$ cat src/rtl/sha1bc_pkg.sv
// ----------------------------------------------------------------------------
// sha1bc_pkg
// Types, constants and round helpers for the SHA-1 block compression core.
// ----------------------------------------------------------------------------
package sha1bc_pkg;

	typedef logic [31:0] word_t;

	localparam int unsigned BLOCK_WORDS = 16;
	localparam int unsigned HASH_WORDS  = 5;

	localparam logic [6:0] LAST_ROUND   = 7'd79;
	localparam logic [6:0] SCHED_ROUNDS = 7'd16;
	localparam logic [6:0] PHASE1_START = 7'd20;
	localparam logic [6:0] PHASE2_START = 7'd40;
	localparam logic [6:0] PHASE3_START = 7'd60;
	localparam logic [6:0] LAST_ADD     = 7'd4;
	localparam logic [3:0] LAST_WORD    = 4'd15;

	localparam word_t IV [HASH_WORDS] = '{
		32'h67452301, 32'hefcdab89, 32'h98badcfe, 32'h10325476, 32'hc3d2e1f0
	};

	typedef enum logic [1:0] {
		PH_CH,
		PH_PAR1,
		PH_MAJ,
		PH_PAR3
	} phase_t;

	function automatic word_t round_k(input phase_t ph);
		word_t k;
		unique case (ph)
			PH_CH:   k = 32'h5a827999;
			PH_PAR1: k = 32'h6ed9eba1;
			PH_MAJ:  k = 32'h8f1bbcdc;
			PH_PAR3: k = 32'hca62c1d6;
			default: k = 32'h5a827999;
		endcase
		return k;
	endfunction

	function automatic word_t round_f(input phase_t ph, input word_t b, input word_t c,
		input word_t d);
		word_t f;
		unique case (ph)
			PH_CH:   f = (b & c) | (~b & d);
			PH_MAJ:  f = (b & c) | (b & d) | (c & d);
			default: f = b ^ c ^ d;
		endcase
		return f;
	endfunction

	function automatic word_t rotl(input word_t v, input int unsigned n);
		return (v << n) | (v >> (32 - n));
	endfunction

endpackage

$ cat src/rtl/sha1_block_compress.sv
// ----------------------------------------------------------------------------
// sha1_block_compress
// SHA-1 compression of 16-word blocks with one round adder reused 80 times.
// ----------------------------------------------------------------------------
// Steps: 16 input words are taken, then 80 rounds, 5 add-back steps and one
// load of the output register. A new block is taken only once the result
// of the last one is in the output register.
// Input is not ready during rounds, add-back and while a finished block waits
// for the output register. Reset loads the SHA-1 initial chaining values and
// clears the word count.
// ----------------------------------------------------------------------------
module sha1_block_compress (
	input  logic           clk,
	input  logic           arst_n,
	input  logic           s_axis_tvalid,
	output logic           s_axis_tready,
	input  logic [31:0]    s_axis_tdata,   // message_word
	input  logic           s_axis_tuser,   // message_start
	output logic           m_axis_tvalid,
	input  logic           m_axis_tready,
	output logic [159:0]   m_axis_tdata    // hash_a, hash_b, hash_c, hash_d, hash_e
);
	import sha1bc_pkg::*;

	typedef enum logic [1:0] {
		ST_COLLECT,
		ST_ROUND,
		ST_ADD,
		ST_FINAL
	} state_t;

	state_t      state_q;
	logic [6:0]  cnt_q;
	logic [3:0]  word_cnt_q;
	word_t       h_q [HASH_WORDS];
	word_t       w_q [BLOCK_WORDS];
	word_t       a_q, b_q, c_q, d_q, e_q;
	logic        out_valid_q;
	logic [159:0] out_data_q;

	logic        in_acc;
	logic        last_word;
	phase_t      phase;
	word_t       wt;
	word_t       t_sum;
	word_t       add_sum;

	assign s_axis_tready = (state_q == ST_COLLECT);
	assign in_acc        = s_axis_tvalid && s_axis_tready;
	assign last_word     = (word_cnt_q == LAST_WORD);
	assign m_axis_tvalid = out_valid_q;
	assign m_axis_tdata  = out_data_q;

	always_comb begin
		priority if (cnt_q < PHASE1_START) begin
			phase = PH_CH;
		end else if (cnt_q < PHASE2_START) begin
			phase = PH_PAR1;
		end else if (cnt_q < PHASE3_START) begin
			phase = PH_MAJ;
		end else begin
			phase = PH_PAR3;
		end
	end

	always_comb begin
		if (cnt_q < SCHED_ROUNDS) begin
			wt = w_q[0];
		end else begin
			wt = rotl(w_q[13] ^ w_q[8] ^ w_q[2] ^ w_q[0], 1);
		end
	end

	assign t_sum   = rotl(a_q, 5) + round_f(phase, b_q, c_q, d_q) + e_q + wt + round_k(phase);
	assign add_sum = h_q[0] + a_q;

	always_ff @(posedge clk) begin
		if (in_acc) begin
			for (int i = 0; i < BLOCK_WORDS - 1; i++) begin
				w_q[i] <= w_q[i + 1];
			end
			w_q[BLOCK_WORDS - 1] <= s_axis_tdata;
			if (last_word) begin
				a_q <= h_q[0];
				b_q <= h_q[1];
				c_q <= h_q[2];
				d_q <= h_q[3];
				e_q <= h_q[4];
			end
		end else if (state_q == ST_ROUND) begin
			for (int i = 0; i < BLOCK_WORDS - 1; i++) begin
				w_q[i] <= w_q[i + 1];
			end
			w_q[BLOCK_WORDS - 1] <= wt;
			a_q <= t_sum;
			b_q <= a_q;
			c_q <= rotl(b_q, 30);
			d_q <= c_q;
			e_q <= d_q;
		end else if (state_q == ST_ADD) begin
			a_q <= b_q;
			b_q <= c_q;
			c_q <= d_q;
			d_q <= e_q;
		end
	end

	always_ff @(posedge clk or negedge arst_n) begin
		if (!arst_n) begin
			state_q     <= ST_COLLECT;
			cnt_q       <= '0;
			word_cnt_q  <= '0;
			out_valid_q <= 1'b0;
			out_data_q  <= '0;
			for (int i = 0; i < HASH_WORDS; i++) begin
				h_q[i] <= IV[i];
			end
		end else begin
			if (out_valid_q && m_axis_tready && state_q != ST_FINAL) begin
				out_valid_q <= 1'b0;
			end
			unique case (state_q)
				ST_COLLECT: begin
					if (in_acc) begin
						word_cnt_q <= word_cnt_q + 4'd1;
						if (word_cnt_q == '0 && s_axis_tuser) begin
							for (int i = 0; i < HASH_WORDS; i++) begin
								h_q[i] <= IV[i];
							end
						end
						if (last_word) begin
							cnt_q   <= '0;
							state_q <= ST_ROUND;
						end
					end
				end
				ST_ROUND: begin
					if (cnt_q == LAST_ROUND) begin
						cnt_q   <= '0;
						state_q <= ST_ADD;
					end else begin
						cnt_q <= cnt_q + 7'd1;
					end
				end
				ST_ADD: begin
					for (int i = 0; i < HASH_WORDS - 1; i++) begin
						h_q[i] <= h_q[i + 1];
					end
					h_q[HASH_WORDS - 1] <= add_sum;
					if (cnt_q == LAST_ADD) begin
						cnt_q   <= '0;
						state_q <= ST_FINAL;
					end else begin
						cnt_q <= cnt_q + 7'd1;
					end
				end
				ST_FINAL: begin
					if (!out_valid_q || m_axis_tready) begin
						out_valid_q <= 1'b1;
						out_data_q  <= {h_q[4], h_q[3], h_q[2], h_q[1], h_q[0]};
						state_q     <= ST_COLLECT;
					end
				end
				default: begin
					state_q <= ST_COLLECT;
				end
			endcase
		end
	end

	a_cnt_range: assert property (@(posedge clk) disable iff (!arst_n)
		cnt_q <= LAST_ROUND)
		else $error("round counter out of range");

	a_last_word_starts: assert property (@(posedge clk) disable iff (!arst_n)
		in_acc && last_word |=> state_q == ST_ROUND && cnt_q == '0)
		else $error("sixteenth item did not start rounds");

	a_rounds_to_add: assert property (@(posedge clk) disable iff (!arst_n)
		state_q == ST_ROUND && cnt_q == LAST_ROUND |=> state_q == ST_ADD)
		else $error("rounds did not end in add-back");

	a_result_from_final: assert property (@(posedge clk) disable iff (!arst_n)
		$rose(out_valid_q) |-> $past(state_q) == ST_FINAL)
		else $error("result raised outside final step");

	a_words_idle_in_rounds: assert property (@(posedge clk) disable iff (!arst_n)
		state_q != ST_COLLECT |-> word_cnt_q == '0)
		else $error("word count not wrapped during compression");

endmodule

$ cat config.mk
export PLATFORM = sky130hd
export DESIGN_NAME = sha1_block_compress
export DESIGN_NICKNAME = d
export VERILOG_FILES = /design/src/rtl/sha1bc_pkg.sv /design/src/rtl/sha1_block_compress.sv
export SDC_FILE = /design/constraint.sdc
export NUM_CORES = 2
export LEC_CHECK = 0
export BUFFER_PORTS_ARGS = -buffer_cell sky130_fd_sc_hd__buf_2
export CORE_MARGIN = 4
export CORE_UTILIZATION = 55
export DETAILED_ROUTE_END_ITERATION = 16
export GPL_ROUTABILITY_DRIVEN = 0
export PLACE_DENSITY = 0.73
export SETUP_SLACK_MARGIN = 0.5
export SLEW_MARGIN = 20
export SYNTH_ARGS = -nofsm -noshare
export SYNTH_HDL_FRONTEND = slang
export SYNTH_SLANG_ARGS = --single-unit
$ cat constraint.sdc
create_clock -name clk -period 12.7 [get_ports clk]
set_input_delay 0 -clock clk [delete_from_list [all_inputs] [get_ports clk]]
set_output_delay 0 -clock clk [all_outputs]
set_load 0.1 [all_outputs]
Word level (Yosys, flattened, before mapping)

Memories as Yosys holds them, arrays and structs flattened.
Index checks and enable logic that the tools add are counted.

Register bits after elaboration: 494
Memory bits (writable): 512
Output and inout port bits: 162
Bits of input ports: 37
Memories: 1
Logic and storage cells: 159

Memory list:

| name | words | bits a word | rd ports | clocked after memory_dff | wr ports | RTL line                  | text |
|---|---|---|---|---|---|---|---|
| w_q  | 16    | 32          | 16       | 0                        | 16       | sha1_block_compress.sv:36 | `word_t w_q [BLOCK_WORDS];` |

Eq/ne operators: 17
Magnitude comparators: 4
Muxes and demuxes: 63
Bitwise gates (word level): 32
Add/sub/neg operators: 7
Reduce and logical (&&, ||, !) cells: 20

Operator list:

| cell                                                                 | count |
|---|---|
| 32-bit 2-to-1 mux                                                    | 36 |
| 160-bit 2-to-1 mux                                                   | 2 |
| 160-bit one-hot mux with 2 select lines                              | 1 |
| 32-bit adder                                                         | 5 |
| 32-bit XOR                                                           | 5 |
| 32-bit AND                                                           | 4 |
| 32-bit one-hot mux with 4 select lines                               | 1 |
| 32-bit OR                                                            | 3 |
| 32-bit one-hot mux with 2 select lines                               | 1 |
| 32-bit inverter                                                      | 1 |
| 32-bit by 1-bit OR with 32-bit output                                | 1 |
| 32-bit by 30-bit OR with 32-bit output                               | 1 |
| 32-bit by 5-bit OR with 32-bit output                                | 1 |
| 7-bit 2-to-1 mux                                                     | 4 |
| 7-bit one-hot mux with 3 select lines                                | 1 |
| 1-bit OR                                                             | 16 |
| 7-bit by 5-bit < comparator with 1-bit output, second input constant | 2 |
| 7-bit by 6-bit < comparator with 1-bit output, second input constant | 2 |
| 2-bit 2-to-1 mux                                                     | 7 |
| 2-bit by 1-bit != test with 1-bit output, second input constant      | 6 |
| 1-bit 2-to-1 mux                                                     | 9 |
| 2-bit == test, second input constant                                 | 4 |
| 2-bit one-hot mux with 4 select lines                                | 1 |
| 2-bit AND reduction                                                  | 4 |
| other kinds (16)                                                     | 25 |

Longest topological paths before layout

Depth in word-level cells: 12
Gate-level depth with buffers: 27
Mapped depth without buffers: 23

Least setup slack after synthesis

Ideal clock, no wire load.

Kind: register -> register
Start: register state_q[0]
End: memory w_q[0][0] (netlist bit), enable pin
Path slack: -961 ps
Arrival: 10028 ps
Path buffers: 2
Cell stages (with the launch flop): 7
Data required time: 9067 ps
Cell sequence: dfrtp_1 inv_1 ha_1 buf_2 nand2_1 clkbuf_1 nand2_1

RTL lines:

| item                   | RTL line                   | text |
|---|---|---|
| start, declared        | sha1_block_compress.sv:32  | `state_t state_q;` |
| start signal, assigned | sha1_block_compress.sv:110 | `state_q <= ST_COLLECT;` |
| start signal, assigned | sha1_block_compress.sv:133 | `state_q <= ST_ROUND;` |
| start signal, assigned | sha1_block_compress.sv:140 | `state_q <= ST_ADD;` |
| end, declared          | sha1_block_compress.sv:36  |  |

Worst setup path in the final report

Start: register cnt_q[5]
End: register a_q[28], data pin

Word-level cells in the longest chain between the ends: 12
Elaborated cells between the ends (all ways): 20

Ends and longest elaborated chain:

| item                                               | RTL line                           | text |
|---|---|---|
| start, declared                                    | sha1_block_compress.sv:33          | `logic [6:0] cnt_q;` |
| start signal, assigned                             | sha1_block_compress.sv:142         | `cnt_q <= cnt_q + 7'd1;` |
| start signal, assigned                             | sha1_block_compress.sv:154         | `cnt_q <= cnt_q + 7'd1;` |
| 7-bit by 6-bit < comparator with 1-bit output      | sha1_block_compress.sv:59          | `end else if (cnt_q < PHASE3_START) begin` |
| 1-bit 2-to-1 mux                                   | sha1_block_compress.sv:59          |  |
| 2-bit 2-to-1 mux                                   | sha1_block_compress.sv:57          | `end else if (cnt_q < PHASE2_START) begin` |
| 2-bit 2-to-1 mux                                   | sha1_block_compress.sv:55          | `priority if (cnt_q < PHASE1_START) begin` |
| 2-bit == test or 2-bit logical NOT (tied branches) | sha1bc_pkg.sv:33, sha1bc_pkg.sv:46 |  |
| 32-bit one-hot mux with 2 select lines             | sha1bc_pkg.sv:46                   | `unique case (ph)` |
| 32-bit adder (3 in a row)                          | sha1_block_compress.sv:74          | `assign t_sum = rotl(a_q, 5) + round_f(phase, b_q, c_q, d_q) + e_q + wt + round_k(phase);` |
| 32-bit adder *                                     | sha1_block_compress.sv:74          |  |
| 32-bit 2-to-1 mux *                                | sha1_block_compress.sv:90          | `end else if (state_q == ST_ROUND) begin` |
| 32-bit 2-to-1 mux *                                | sha1_block_compress.sv:78          | `if (in_acc) begin` |
| end signal, assigned                               | sha1_block_compress.sv:84          | `a_q <= h_q[0];` |
| end signal, assigned                               | sha1_block_compress.sv:95          | `a_q <= t_sum;` |
| end signal, assigned                               | sha1_block_compress.sv:101         | `a_q <= b_q;` |
| end, declared                                      | sha1_block_compress.sv:37          | `word_t a_q, b_q, c_q, d_q, e_q;` |

Every way passes the cells marked *; elsewhere a longest branch is shown, timed or not. The select of a mux whose other input is x is not followed.
A chain may end at the register's enable or synchronous reset.

==> flow_metrics.py <==
metrics = {
    "timing": {
        "finClkSkew_ns": 0.0220,
        "tns_ns": 0,
        "finalCriticalPeriod_ns": 6.78,
        "relSlewSlack_pct": 27.3,
        "clock.fmax_mhz": 147,
        "final_hold_viol_count": 0,
        "rsz0062_at_grt": "no",
        "finalMaxSlewViolations": 0,
        "finalSetupViolCount": 0,
        "period_share_pct": 53.4,
        "tightest_slew_ns": 1.09,
    },
    "setup_path": {
        "cp-end-kind": "flip-flop",
        "crit_slowest_cell": "dfrtp_1",
        "cp-start-kind": "flip-flop",
        "critPathMostFrequentCell": "o21ai_0",
        "worstPathMaxFanout": 51,
        "critical_path.cell_chain": "inv_1 -> maj3_1 -> a221o_1 -> buf_4 -> inv_1 -> buf_4 -> ha_1 -> inv_1 -> buf_4 -> o22ai_1 -> nor2_1 -> a21oi_1 -> fa_1 -> fa_1 -> ha_1 -> o21ai_0 -> o21bai_1 -> o21ai_0 -> a211oi_1 -> o21bai_1 -> o21ai_0 -> o31ai_1 -> xor2_1 -> o21ai_0",
        "critPathMaxStageDelay_ns": 0.49,
        "crit_arrival_ns": 7.16,
        "cp_data_required_time_ns": 13.08,
        "worstSetupPathType": "flip-flop to flip-flop",
    },
    "cells_and_area": {
        "areaGrowthSynthToFinish_pct": 12.8,
        "regArea_sq_um": 28600,
        "fin_area_sq_um": 50300,
        "fin_util_pct": 62.6,
        "finalNonFillerCells": 4754,
        "fin_nets": 3847,
        "multi_input_area_sq_um": 14300,
        "nFillCells": 6021,
        "drive_above_1_share_pct": 16.8,
    },
    "global_routing": {
        "antenna_found_initial": 1,
        "use_met2_pct": 35.5,
        "use_met1_pct": 38.3,
        "grt_overflow": 0,
        "grt_pass1_vias": 26800,
        "grt_start_max_net_pins": 205,
        "busiest_layer": "met1",
        "grt.total_usage_pct": 24.4,
        "grt_pass1_wl_um": 162000,
        "use_met3_pct": 4.34,
    },
    "yosys": {
        "netlist_area_sq_um": 44600,
        "synth-main-ff-cell": "edfxtp_1",
        "synthTopCellsByCount": "edfxtp_1 (672), nand2_1 (407), o21ai_0 (321), inv_1 (286), dfrtp_1 (254)",
        "synth_most_common_cell": "edfxtp_1",
        "synth.distinct_cells": 72,
        "syn_avg_cell_area_sq_um": 13.1,
        "synth_seq_cells": 1006,
        "syn_inst": 3399,
        "synth_edf_count": 672,
        "syn-num-nets": 3639,
        "synth_area_leader_cell": "edfxtp_1",
        "synth.area.top_cells": "edfxtp_1 (45%), dfrtp_1 (14%), fa_1 (5.4%)",
        "yosysSeqAreaShare_pct": 64.2,
        "synth.top_cell.area_share_pct": 45.2,
        "yosysWarnings": 0,
        "ys_async_sr_fraction_pct": 33.2,
    },
    "clocking": {
        "root_buffer": "clkbuf_16",
        "clock-sinks": 1006,
        "cts_tree": "done",
        "clockBufferDepth": 3,
        "clkTransAtPathRegs_ns": 0.07,
        "clk_latency_ns": 0.66,
        "cts_buffers": 99,
        "htree_levels": 3,
        "cts-resized-gates": 0,
    },
    "floorplanning": {
        "start_util_pct": 55.5,
        "die_w_um": 293,
        "dieArea_sq_um": 85700,
        "io_pins": 199,
        "die_h_um": 293,
        "fp.coreArea_sq_um": 80400,
        "rows": 104,
    },
    "detailed_routing": {
        "route.vias.total": 27600,
        "first_pass_iters": 6,
        "viasPerCell": 5.80,
        "wl_um": 105000,
        "route.antenna.remaining_nets": 0,
        "drcViolationCount": 0,
        "dr.first_iter.drc_count": 2923,
        "wl_per_cell_um": 22.0,
    },
    "run_status": {
        "outcome": "finished, final reports clean",
    },
    "place": {
        "hpwl_um": 71200,
        "io_buffers": 198,
        "dp.cells": 4528,
        "placed_area_sq_um": 46600,
    },
    "min_path": {
        "hold_class": "input pin to flip-flop",
    },
    "flow_run": {
        "cap_violations": 0,
    },
}
-- worst max-delay path, delay by kind of cell, from the launching register on --
family / cells / cell delay [ns]
AOI/OAI and AO/OA: 11 / 2.53
xor gates and xnor gates: 1 / 0.17
adders and majority gates: 5 / 1.93
buffers and inverters: 6 / 1.31
DFF: 1 / 0.49
and+or+nand+nor: 1 / 0.06
-- what timing repair did --
| item | in CTS | in global routing |
|---|---|---|
| hold buffers | 36 | 1 |
| hold endpoints to repair | 140 | 57 |
| buffers inserted | 0 | 0 |
-- stage by stage --
stage | worst slack (ns) | hold slack (ns)
6_report | 5.92 | 0.178
5_1_grt | 5.39 | 0.206
4_1_cts | 5.96 | 0.113
3_5_place_dp | 5.98 | 0.216
3_3_place_gp | 6.26 | 0.228
2_1_floorplan | 4.11 | -0.296
-- cell type report --
cell class              instances  area share [%]
flip-flops and latches       1006            56.9
multi-input cells            1950            28.5
clock buffers                 129            5.47
repair buffers                264            3.25
well taps                    1060            2.64
inverters                     286            2.13
clock inverters                58            1.07
diodes                          1         0.00497
-- routing by layer --
metal / vias up / part of all wire [%]
met3: 174 / 8.3
met2: 1146 / 44
met5: - / 0.012
li1: 12400 / -
met4: 2 / 2.6
met1: 13900 / 45
-- state kept, by name (all words and copies together), names as in the netlist, 4 cells and up --
signal	count
w_q	512
h_q	160
m_axis_tdata	160
a_q	32
b_q	32
c_q	32
d_q	32
e_q	32
cnt_q	7
word_cnt_q	4
-- kinds of logic (layout without fill, tap and decap cells) --
group           Yosys count  count (layout)  share of synthesized area (%)
compound gates          657             657                           8.71
buf+inv                 443             737                           3.84
fa+ha+maj               204             204                           7.75
xor+xnor                157             157                           3.08
mux                     257             257                           6.10
simple gates            675             675                           6.31
other cells               0               1                              0
flops                  1006            1006                           64.2
-- cells in the final DEF, fill, tap and decap left out, types with 7 or more instances in the layout --
cell	instances
edfxtp_1	672
nand2_1	403
o21ai_0	321
inv_1	286
dfrtp_1	254
buf_2	197
mux2i_1	138
xnor2_1	130
nor2_1	122
fa_1	121
mux2_2	118
a21oi_1	112
clkbuf_16	102
nand3_1	81
ha_1	80
dfstp_2	80
a31oi_1	73
dlygate4sd3_1	37
xor2_1	27
a21o_1	25
buf_4	24
o22ai_1	19
o221a_2	18
clkinv_1	18
clkinv_2	17
clkbuf_1	16
nand2b_1	12
o21a_1	12
nor3_1	10
nand4_1	9
o21bai_1	9
o31ai_1	9
clkbuf_8	9
o211ai_1	8
bufinv_16	8
and3_1	7
a211oi_1	7
-- path summary, 6_finish.rpt --
kind,slack [ns],from,endpoint,depth (start not counted)
max,5.92,cnt_q[5]$_DFFE_PN0P_,a_q[28]$_DFFE_PP_,24
min,0.18,s_axis_tdata[26],w_q[1][250]$_DFFE_PP_,4
max reg2reg,5.92,cnt_q[5]$_DFFE_PN0P_,a_q[28]$_DFFE_PP_,24
min reg2reg,0.42,w_q[0][158]$_DFFE_PP_,w_q[0][126]$_DFFE_PP_,0
max in group asynchronous,9.76,arst_n,cnt_q[2]$_DFFE_PN0P_,6
min in group asynchronous,0.42,arst_n,m_axis_tdata[106]$_DFFE_PN0P_,3
Power is left out: the tool's default activity adds up to more than one toggle a clock period on the data nets, which glitch-free logic cannot reach.
